===== config.mk =====
export PLATFORM = sky130hd
export DESIGN_NAME = multichannel_soft_pwm_waveform_driver
export DESIGN_NICKNAME = d
export VERILOG_FILES = /design/src/rtl/mspwm_pkg.sv /design/src/rtl/mspwm_front.sv /design/src/rtl/mspwm_back.sv /design/src/rtl/multichannel_soft_pwm_waveform_driver.sv
export SDC_FILE = /design/constraint.sdc
export NUM_CORES = 2
export LEC_CHECK = 0
export BUFFER_PORTS_ARGS = -buffer_cell sky130_fd_sc_hd__buf_2
export CAP_MARGIN = 20
export CORE_UTILIZATION = 25
export DETAILED_ROUTE_END_ITERATION = 12
export GPL_ROUTABILITY_DRIVEN = 0
export HOLD_SLACK_MARGIN = 0.08
export PLACE_DENSITY_LB_ADDON = 0.25
export SYNTH_ARGS = -nofsm -noshare
export SYNTH_HDL_FRONTEND = slang
export SYNTH_HIERARCHICAL = 1
export SYNTH_SLANG_ARGS = --single-unit

===== constraint.sdc =====
create_clock -name clk -period 6.9 [get_ports clk]
set_input_delay 1.035 -clock clk [delete_from_list [all_inputs] [get_ports clk]]
set_output_delay 1.035 -clock clk [all_outputs]
set_load 0.02 [all_outputs]

===== src/rtl/mspwm_pkg.sv =====
// Package for the multichannel soft-PWM driver: widths, codes, shared types.
// No dependencies.
package mspwm_pkg;
  localparam int CHANNELS = 32;
  localparam int CH_W = $clog2(CHANNELS);
  localparam int NBANKS = (CHANNELS + 7) / 8;
  localparam logic [7:0] STATE_MARK = 8'd64;
  localparam logic [5:0] FULL_LEVEL = 6'd49;
  localparam logic [7:0] MODE_TRI = 8'd129;
  localparam logic [7:0] MODE_SQR = 8'd130;
  localparam logic [7:0] MODE_FALL = 8'd131;
  localparam logic [7:0] MODE_RISE = 8'd132;
  localparam logic [2:0] REG_PERIOD = 3'd0;
  localparam logic [2:0] REG_OFF_AT = 3'd1;
  localparam logic [2:0] REG_INVERT = 3'd2;
  localparam logic [2:0] REG_NIGHT = 3'd3;
  localparam logic [2:0] REG_SAFE_MASK = 3'd4;
  localparam logic [2:0] REG_SAFE_LIM = 3'd5;

  // queued word between front and back
  typedef struct packed {
    logic       is_tick;
    logic       night;
    logic [63:0] bytes;
  } item_t;

  // level for one mode and phase (enable/night handled by caller)
  function automatic logic [5:0] mode_level(input logic [7:0] m, input logic [15:0] ph);
    logic [7:0] x;
    logic [13:0] p;
    mode_level = 6'd0;
    x = ph[15:8];
    p = 14'd0;
    if (m <= 8'd49) mode_level = m[5:0];
    else begin
      unique case (m)
        MODE_TRI: begin
          if (x[7]) x = 8'd255 - x;
          p = 14'd49 * {6'd0, x};
          mode_level = p[12:7];
        end
        MODE_SQR: mode_level = ph[15] ? FULL_LEVEL : 6'd0;
        MODE_FALL: begin
          p = 14'd49 * {6'd0, 8'd255 - x};
          mode_level = p[13:8];
        end
        MODE_RISE: begin
          p = 14'd49 * {6'd0, x};
          mode_level = p[13:8];
        end
        default: mode_level = 6'd0;
      endcase
    end
  endfunction
endpackage


===== src/rtl/mspwm_front.sv =====
// Front end: takes input words and pushes them into a two-entry queue.
// Depends on mspwm_pkg.
module mspwm_front (
  input  logic                clk,
  input  logic                rst_n,
  input  logic                in_tvalid,
  output logic                in_tready,
  input  logic [63:0]         in_tdata,
  input  logic [1:0]          in_tuser,
  input  logic                pop,
  output logic                q_valid,
  output mspwm_pkg::item_t    q_item
);
  import mspwm_pkg::*;
  item_t mem_r [2];
  logic rd_r, rd_nxt, wr_r, wr_nxt;
  logic [1:0] cnt_r, cnt_nxt;
  logic push;

  assign in_tready = (cnt_r != 2'd2);
  assign push = in_tvalid && in_tready;
  assign q_valid = (cnt_r != 2'd0);
  assign q_item = mem_r[rd_r];

  always_comb begin
    rd_nxt = rd_r ^ pop;
    wr_nxt = wr_r ^ push;
    cnt_nxt = cnt_r + {1'b0, push} - {1'b0, pop};
  end

  // tuser bit 0 is the opcode, bit 1 the night switch
  always_ff @(posedge clk) begin
    if (push) mem_r[wr_r] <= '{is_tick: in_tuser[0], night: in_tuser[1], bytes: in_tdata};
    if (!rst_n) begin
      rd_r <= 1'b0; wr_r <= 1'b0; cnt_r <= 2'd0;
    end else begin
      rd_r <= rd_nxt; wr_r <= wr_nxt; cnt_r <= cnt_nxt;
    end
  end
endmodule


===== src/rtl/mspwm_back.sv =====
// Back end: carries out messages and ticks, walks the channels one per cycle.
// Depends on mspwm_pkg.
module mspwm_back (
  input  logic             clk,
  input  logic             rst_n,
  input  logic             q_valid,
  input  mspwm_pkg::item_t q_item,
  output logic             pop,
  input  logic [15:0]      blink_period,
  input  logic [15:0]      blink_off_at,
  input  logic [31:0]      invert_mask,
  input  logic [31:0]      night_mask,
  input  logic [31:0]      safety_mask,
  input  logic [15:0]      safety_limit,
  output logic             out_tvalid,
  input  logic             out_tready,
  output logic [31:0]      out_tdata,
  output logic             out_tuser,
  output logic             busy
);
  import mspwm_pkg::*;
  localparam logic [1:0] ST_IDLE = 2'd0;
  localparam logic [1:0] ST_WALK = 2'd1;
  localparam logic [1:0] ST_EMIT = 2'd2;

  logic [1:0] st_r, st_nxt;
  logic [CH_W-1:0] ch_r, ch_nxt;
  logic [CHANNELS-1:0] en_r, en_nxt;
  logic [7:0] mode_r [CHANNELS];
  logic [15:0] tmr_r [CHANNELS];
  logic [5:0] lvl_r [CHANNELS];
  logic [1:0] bank_r, bank_nxt;
  logic [6:0] cnt_r, cnt_nxt;
  logic [15:0] phase_r, phase_nxt, blink_r, blink_nxt;
  logic [9:0] step_r, step_nxt;
  logic [2:0] milli_r, milli_nxt;
  logic health_r, health_nxt, night_r, night_nxt;
  logic ov_r, ov_nxt;
  logic [31:0] pins_r, pins_nxt;
  logic hl_r, hl_nxt;
  logic emit;

  // channel-walk per-channel values
  logic [CHANNELS-1:0] cbit;
  logic en_w, cut_w, en_after;
  logic [15:0] tmr_inc;
  logic [5:0] lvl_w;
  logic [2:0] spd;
  logic [15:0] period;
  logic [CHANNELS-1:0] pin_vec;

  assign busy = (st_r != ST_IDLE) || ov_r;
  assign pop = q_valid && (st_r == ST_IDLE) && !ov_r;
  assign out_tvalid = ov_r;
  assign out_tdata = pins_r;
  assign out_tuser = hl_r;

  always_comb begin
    cbit = '0;
    cbit[ch_r] = 1'b1;
    en_w = en_r[ch_r];
    tmr_inc = (tmr_r[ch_r] == 16'hFFFF) ? tmr_r[ch_r] : tmr_r[ch_r] + 16'd1;
    cut_w = (safety_limit != 16'd0) && ((safety_mask & cbit) != '0) && en_w;
    en_after = en_w && !(cut_w && tmr_inc >= safety_limit);
    lvl_w = (!en_after || (night_r && (night_mask & cbit) != '0)) ? 6'd0
            : mode_level(mode_r[ch_r], phase_r);
    spd = (q_item.bytes[47:43] != 5'd0) ? 3'd7
          : (q_item.bytes[42:40] == 3'd0) ? 3'd1 : q_item.bytes[42:40];
    period = (blink_period == 16'd0) ? 16'd1 : blink_period;
    for (int c = 0; c < CHANNELS; c++) pin_vec[c] = {1'b0, lvl_r[c]} > cnt_r;
  end

  always_comb begin
    st_nxt = st_r; ch_nxt = ch_r; en_nxt = en_r; bank_nxt = bank_r;
    cnt_nxt = cnt_r; phase_nxt = phase_r; step_nxt = step_r;
    milli_nxt = milli_r; blink_nxt = blink_r; health_nxt = health_r;
    night_nxt = night_r; emit = 1'b0;
    unique case (st_r)
      ST_IDLE: if (pop) begin
        if (q_item.is_tick) begin
          if (milli_r >= 3'd4) begin
            milli_nxt = 3'd0;
            blink_nxt = (blink_r + 16'd1 >= period) ? 16'd0 : blink_r + 16'd1;
            if (blink_nxt == 16'd0) health_nxt = 1'b1;
            else if (blink_nxt == blink_off_at) health_nxt = 1'b0;
          end else milli_nxt = milli_r + 3'd1;
          if (cnt_r == 7'd0 || cnt_r > 7'd48) begin
            cnt_nxt = 7'd48;
            phase_nxt = phase_r + {6'd0, step_r};
            night_nxt = q_item.night;
            ch_nxt = '0;
            st_nxt = ST_WALK;
          end else begin
            cnt_nxt = cnt_r - 7'd1;
            st_nxt = ST_EMIT;
          end
        end else if (q_item.bytes[7:0] == STATE_MARK) begin
          for (int c = 0; c < CHANNELS; c++) en_nxt[c] = q_item.bytes[8 + c];
          step_nxt = {spd, 7'd0};
          bank_nxt = 2'd0;
          st_nxt = ST_EMIT;
        end else begin
          bank_nxt = bank_r + 2'd1;
          st_nxt = ST_EMIT;
        end
      end
      ST_WALK: begin
        en_nxt[ch_r] = en_after;
        if (ch_r == CH_W'(CHANNELS - 1)) st_nxt = ST_EMIT;
        else ch_nxt = ch_r + CH_W'(1);
      end
      ST_EMIT: begin
        emit = 1'b1;
        st_nxt = ST_IDLE;
      end
      default: st_nxt = ST_IDLE;
    endcase
    ov_nxt = emit ? 1'b1 : (ov_r && !out_tready);
    pins_nxt = emit ? ((32'(pin_vec)) ^ invert_mask) & 32'(~(CHANNELS)'(0)) : pins_r;
    hl_nxt = emit ? health_r : hl_r;
  end

  // per-channel arrays: mode, safety timer and level, all cleared on reset
  always_ff @(posedge clk) begin
    if (!rst_n) begin
      for (int c = 0; c < CHANNELS; c++) begin
        mode_r[c] <= 8'd0; tmr_r[c] <= 16'd0; lvl_r[c] <= 6'd0;
      end
    end else if (pop && !q_item.is_tick) begin
      if (q_item.bytes[7:0] == STATE_MARK) begin
        for (int c = 0; c < CHANNELS; c++)
          if (q_item.bytes[8 + c] && !en_r[c]) tmr_r[c] <= 16'd0;
      end else begin
        for (int i = 0; i < 8; i++)
          if ({3'd0, bank_r} * 5'd8 + 5'(i) < 6'(CHANNELS))
            mode_r[CH_W'({3'd0, bank_r} * 5'd8 + 5'(i))] <= q_item.bytes[8*i +: 8];
      end
    end else if (st_r == ST_WALK) begin
      if (cut_w) tmr_r[ch_r] <= (tmr_inc >= safety_limit) ? 16'd0 : tmr_inc;
      lvl_r[ch_r] <= lvl_w;
    end
  end

  always_ff @(posedge clk) begin
    if (!rst_n) begin
      st_r <= ST_IDLE; ch_r <= '0; en_r <= '0; bank_r <= 2'd0; cnt_r <= 7'd0;
      phase_r <= 16'd0; step_r <= 10'd256; milli_r <= 3'd0; blink_r <= 16'd0;
      health_r <= 1'b0; night_r <= 1'b0; ov_r <= 1'b0; pins_r <= '0; hl_r <= 1'b0;
    end else begin
      st_r <= st_nxt; ch_r <= ch_nxt; en_r <= en_nxt; bank_r <= bank_nxt;
      cnt_r <= cnt_nxt; phase_r <= phase_nxt; step_r <= step_nxt;
      milli_r <= milli_nxt; blink_r <= blink_nxt; health_r <= health_nxt;
      night_r <= night_nxt; ov_r <= ov_nxt; pins_r <= pins_nxt; hl_r <= hl_nxt;
    end
  end
endmodule


===== src/rtl/multichannel_soft_pwm_waveform_driver.sv =====
// Soft-PWM driver, 32 channels, with heartbeat LED.
// Messages and non-wrap ticks pass from idle through the emit state; wrap ticks first
// walk the channels one per cycle for safety cutoff and level update.
// A new word is taken only once the last result has left; a two-word queue buffers input.
// Reset: synchronous active-low rst_n empties the queue, clears the back-end state and loads register defaults.
// Depends on mspwm_pkg, mspwm_front, mspwm_back.
module multichannel_soft_pwm_waveform_driver (
  input  logic        clk,
  input  logic        rst_n,
  input  logic        in_tvalid,
  output logic        in_tready,
  input  logic [63:0] in_tdata,  // msg_byte0 .. msg_byte7
  input  logic [1:0]  in_tuser,  // opcode, night_mode
  output logic        out_tvalid,
  input  logic        out_tready,
  output logic [31:0] out_tdata, // pin_levels
  output logic        out_tuser, // health_led
  input  logic        cfg_valid,
  output logic        cfg_ready,
  input  logic [2:0]  cfg_index,
  input  logic [31:0] cfg_data
);
  import mspwm_pkg::*;
  logic q_valid, pop, busy;
  item_t q_item;
  logic [15:0] period_r, off_r, limit_r;
  logic [31:0] inv_r, night_r, safe_r;

  // register writes only while no word is queued or being worked on
  assign cfg_ready = !busy && !q_valid;

  // configuration registers
  always_ff @(posedge clk) begin
    if (!rst_n) begin
      period_r <= 16'd1600; off_r <= 16'd800; limit_r <= 16'd100;
      inv_r <= '0; night_r <= '0; safe_r <= '0;
    end else if (cfg_valid && cfg_ready) begin
      unique case (cfg_index)
        REG_PERIOD: period_r <= cfg_data[15:0];
        REG_OFF_AT: off_r <= cfg_data[15:0];
        REG_INVERT: inv_r <= cfg_data;
        REG_NIGHT: night_r <= cfg_data;
        REG_SAFE_MASK: safe_r <= cfg_data;
        REG_SAFE_LIM: limit_r <= cfg_data[15:0];
        default: ;
      endcase
    end
  end

  mspwm_front u_front (
    .clk, .rst_n, .in_tvalid, .in_tready, .in_tdata, .in_tuser,
    .pop, .q_valid, .q_item
  );

  mspwm_back u_back (
    .clk, .rst_n, .q_valid, .q_item, .pop,
    .blink_period(period_r), .blink_off_at(off_r), .invert_mask(inv_r),
    .night_mask(night_r), .safety_mask(safe_r), .safety_limit(limit_r),
    .out_tvalid, .out_tready, .out_tdata, .out_tuser, .busy
  );
endmodule


==> summary.md <==
| Metric | Value |
|---|---|
| Initial DRC Count | `between 4000 and 5000` |
| # fillers | `27390` |
| Post-synth EDFFs | `1092` |
| CTS tree | `done` |
| DR vias | `45580` |
| Fin. Hold Viols | `0` |
| Register Area | `0.03820 sq mm` |
| Starting Density | `about a quarter` |
| Synthesized area | `0.06765 sq mm` |
| Row Count | `190` |
| Largest net degree at the start of global routing | `134` |
| Fin nets | `~5900` |
| Peak Freq | `0.1538 GHz` |
| Fin Clk Skew | `slightly above 0.05 ns` |
| Kind of end point of the critical path | `register` |
| Clock tree buffer depth | `3` |
| Die height | `roughly 520 microns` |
| Synth Flop Type | `edfxtp_1` |
| Num CTS Buffers | `156` |
| Slew Limit Headroom | `25.04%` |
| Max FO, Critical Path | `25` |
| Actual slew at the worst max-slew pin | `1.124 ns` |
| GRT Overall Usage | `16.54%` |
| RSZ-0062 raised after global routing | `false` |
| M3 GR Usage | `2.559%` |
| Placed Area | `0.07295 sq mm` |
| Post-synthesis register bit count | `between 1000 and 1500` |
| Ports | `142` |
| Max-cap violations | `0` |
| Clock Latency Late Sink | `0.83 ns` |
| Clk Tree Root Cell | `clkbuf_16` |
| Worst EP required | `7.53 ns` |
| Max incr delay on CP | `between 0.6 and 0.7 ns` |
| Post-Route WL | `229200 microns` |
| Count of cell types in the netlist | `approximately 110` |
| Core area | `0.2686 sq mm` |
| M1 GR Usage | `22.19%` |
| TNS Setup | `0 ns` |
| Leak | `28.88 nW` |
| Seq/Total Area, Yosys | `56.43%` |
| Slowest CP cell | `dfxtp_4` |
| PwrDens | `306.2 mW/mm^2` |
| Crit path buffers/inverters | `5` |
| # DRC | `0` |
| WS Path Type | `reg -> reg` |
| Global routing usage on met2 | `between 20% and 30%` |
| Type of origin of the critical path | `register` |
| IO Port Bufs | `141` |
| Synth top area share | `roughly half` |
| Grt total ovfl | `0` |
| Die Span X | `522.2 microns` |
| Layout cells sized above 1 | `16.93%` |
| CP Cell Sequence | `buf_4, mux4_2, nand2_1, a21oi_1, nand4bb_1, ha_1, inv_1, a221oi_2, nand2_4, nor3_4, buf_4, xor2_4, ha_1, nand2b_1, a211oi_1, o21bai_1, a21oi_1, or3_1, a31oi_2, a221oi_4, buf_4, nand2_1, buf_4, nor3_1` |
| Fin. max-slew vios | `0` |
| Average cell area after synthesis | `12.45 sq um` |
| Multi-input gate area | `around 0.028 sq mm` |
| Status | `complete, no violations` |
| CTS clk-pin slew, worst paths | `around 0.06 ns` |
| Most common cell in the synthesized netlist | `edfxtp_1` |
| Synthesis-to-finish area growth | `15.60%` |
| # clock sinks | `about 1400` |
| Depth of the CTS H-tree | `4` |
| Max VDD drop | `0.2173 mV` |
| Synth cell count leaders | `edfxtp_1 (1092), nor2_1 (666), nand2_1 (430)` |
| Yosys warns | `6` |
| Synth area leaders | `edfxtp_1 (48%), dfxtp_1 (8.0%), mux4_2 (6.0%)` |
| Syn Inst Count | `5433` |
| Final HPWL DP | `152200 microns` |
| Drt wl/cell | `24.93 microns` |
| Final-report setup violation count | `0` |
| Vias in the first global route | `45750` |
| CP dominant cell by count | `buf_4` |
| Via/cell ratio | `between 4 and 5` |
| Final Cell Area | `0.07820 sq mm` |
| Syn Nets | `5859` |
| First-pass GRT wire length | `329100 microns` |
| Initial antenna violation count | `9` |
| HP Class | `in -> reg` |
| GR peak layer | `met2` |
| Crit path DAT | `~7.1 ns` |
| Total chip power | `0.02394 W` |
| Fin crit share | `94.24%` |
| Die area | `between 0.2 and 0.3 sq mm` |
| Detail Route Antenna Nets | `0` |
| Drt first pass iters | `6` |
| Async set or reset register ratio after synthesis | `0%` |
| CP top delay family | `compound AO/OA/AOI/OAI gates` |
| Crit path time final | `6.502 ns` |
| Yosys top cell by area | `edfxtp_1` |
[cells by family (layout without fill, tap and decap cells)]
| family | Yosys count | count (layout) | synth area share (%) |
|---|---|---|---|
| mux | 521 | 521 | 11.67 |
| compound gates | 750 | 750 | 7.791 |
| flops | 1361 | 1361 | 56.43 |
| other cells | 0 | 2 | 0 |
| xor+xnor | 102 | 102 | 1.359 |
| fa+ha+maj | 320 | 320 | 5.996 |
| buf+inv | 546 | 753 | 3.805 |
| simple gates | 1833 | 1833 | 12.94 |
[per-layer routing]
metal | vias up | share of wire [%]
met4 | 4 | 3.1
met5 | - | 0.010
met3 | 316 | 5.8
li1 | 20410 | -
met1 | 23380 | 44
met2 | 1475 | 47
[through the flow]
step / util, % / hold slack, ns / worst slack [ns] / cells
detailed placement: 27.15 / 0.4444 / 0.1004 / 8904
finish: 29.11 / 0.4011 / 0.3975 / 9194
CTS: 29.06 / 0.3265 / 0.07682 / 9187
global placement: 27.15 / 0.4391 / 0.1182 / 8902
global route: 29.11 / 0.3620 / 0.09150 / 9193
floorplan: - / 0.4295 / 1.025 / 5433
[layout by cell type, fill, tap and decap left out, types with 33 or more instances in the layout]
| cell | instances |
|---|---|
| nor2b_1 | 64 |
| mux2_2 | 40 |
| o22ai_1 | 69 |
| clkbuf_16 | 156 |
| nor3_1 | 83 |
| a22oi_1 | 39 |
| buf_4 | 158 |
| mux2_4 | 40 |
| buf_2 | 141 |
| and4_1 | 36 |
| nand2b_1 | 54 |
| mux4_2 | 180 |
| nor2_1 | 661 |
| ha_1 | 308 |
| dfxtp_1 | 260 |
| mux2i_1 | 249 |
| edfxtp_1 | 1092 |
| and3_1 | 263 |
| xnor2_1 | 40 |
| a21oi_1 | 115 |
| inv_1 | 144 |
| xor2_1 | 55 |
| a31oi_1 | 45 |
| nand3_1 | 70 |
| o21a_1 | 134 |
| and2_1 | 33 |
| o21ai_0 | 101 |
| o32ai_1 | 41 |
| o221ai_1 | 33 |
| nand2_1 | 425 |
[power by group]
part / switching [W] / internal (W)
sequential: 0.000375 / 0.00954
clock: 0.00358 / 0.00479
combinational: 0.00374 / 0.00192
total: 0.00769 / 0.0163
[layout make-up]
cell class,instances,share of cell area (%)
diodes,2,0.006400
well taps,3552,5.683
inverters,153,0.7344
clock inverters,85,1.173
flip-flops and latches,1361,48.85
clock buffers,198,5.374
repair buffers,317,2.875
multi-input cells,3526,35.30
[repair_timing]
item | 4_1_cts | 5_1_grt
buffers inserted | 0 | 1
hold buffers | 0 | 0
resized for setup | 0 | 4
endpoints found under the setup margin | 0 | 604
[registers in the layout, summed over array words and instances (netlist names), 5 cells and up, named ones only]
name,flops
u_back/en_r,32
off_r,16
night_r,32
u_back/out_tdata,32
inv_r,32
u_back/mode_r,256
safe_r,32
limit_r,16
u_back/cnt_r,7
u_front/mem_r,132
u_back/blink_r,16
u_back/tmr_r,512
period_r,16
u_back/lvl_r,192
u_back/phase_r,9
u_back/ch_r,5
[path summary, 6_finish.rpt]
check / start / end / slack, ns / cells after the start
setup reg to reg: register / u_back/lvl_r[19][4] / 0.40 / 24
hold / removal: in_tdata[24] / u_front/mem_r[1][24] / 0.40 / 1
setup / recovery: register / u_back/lvl_r[19][4] / 0.40 / 24
hold reg to reg: night_r[4] / night_r[4] / 0.46 / 2
Power figures use the tool's default switching activity.
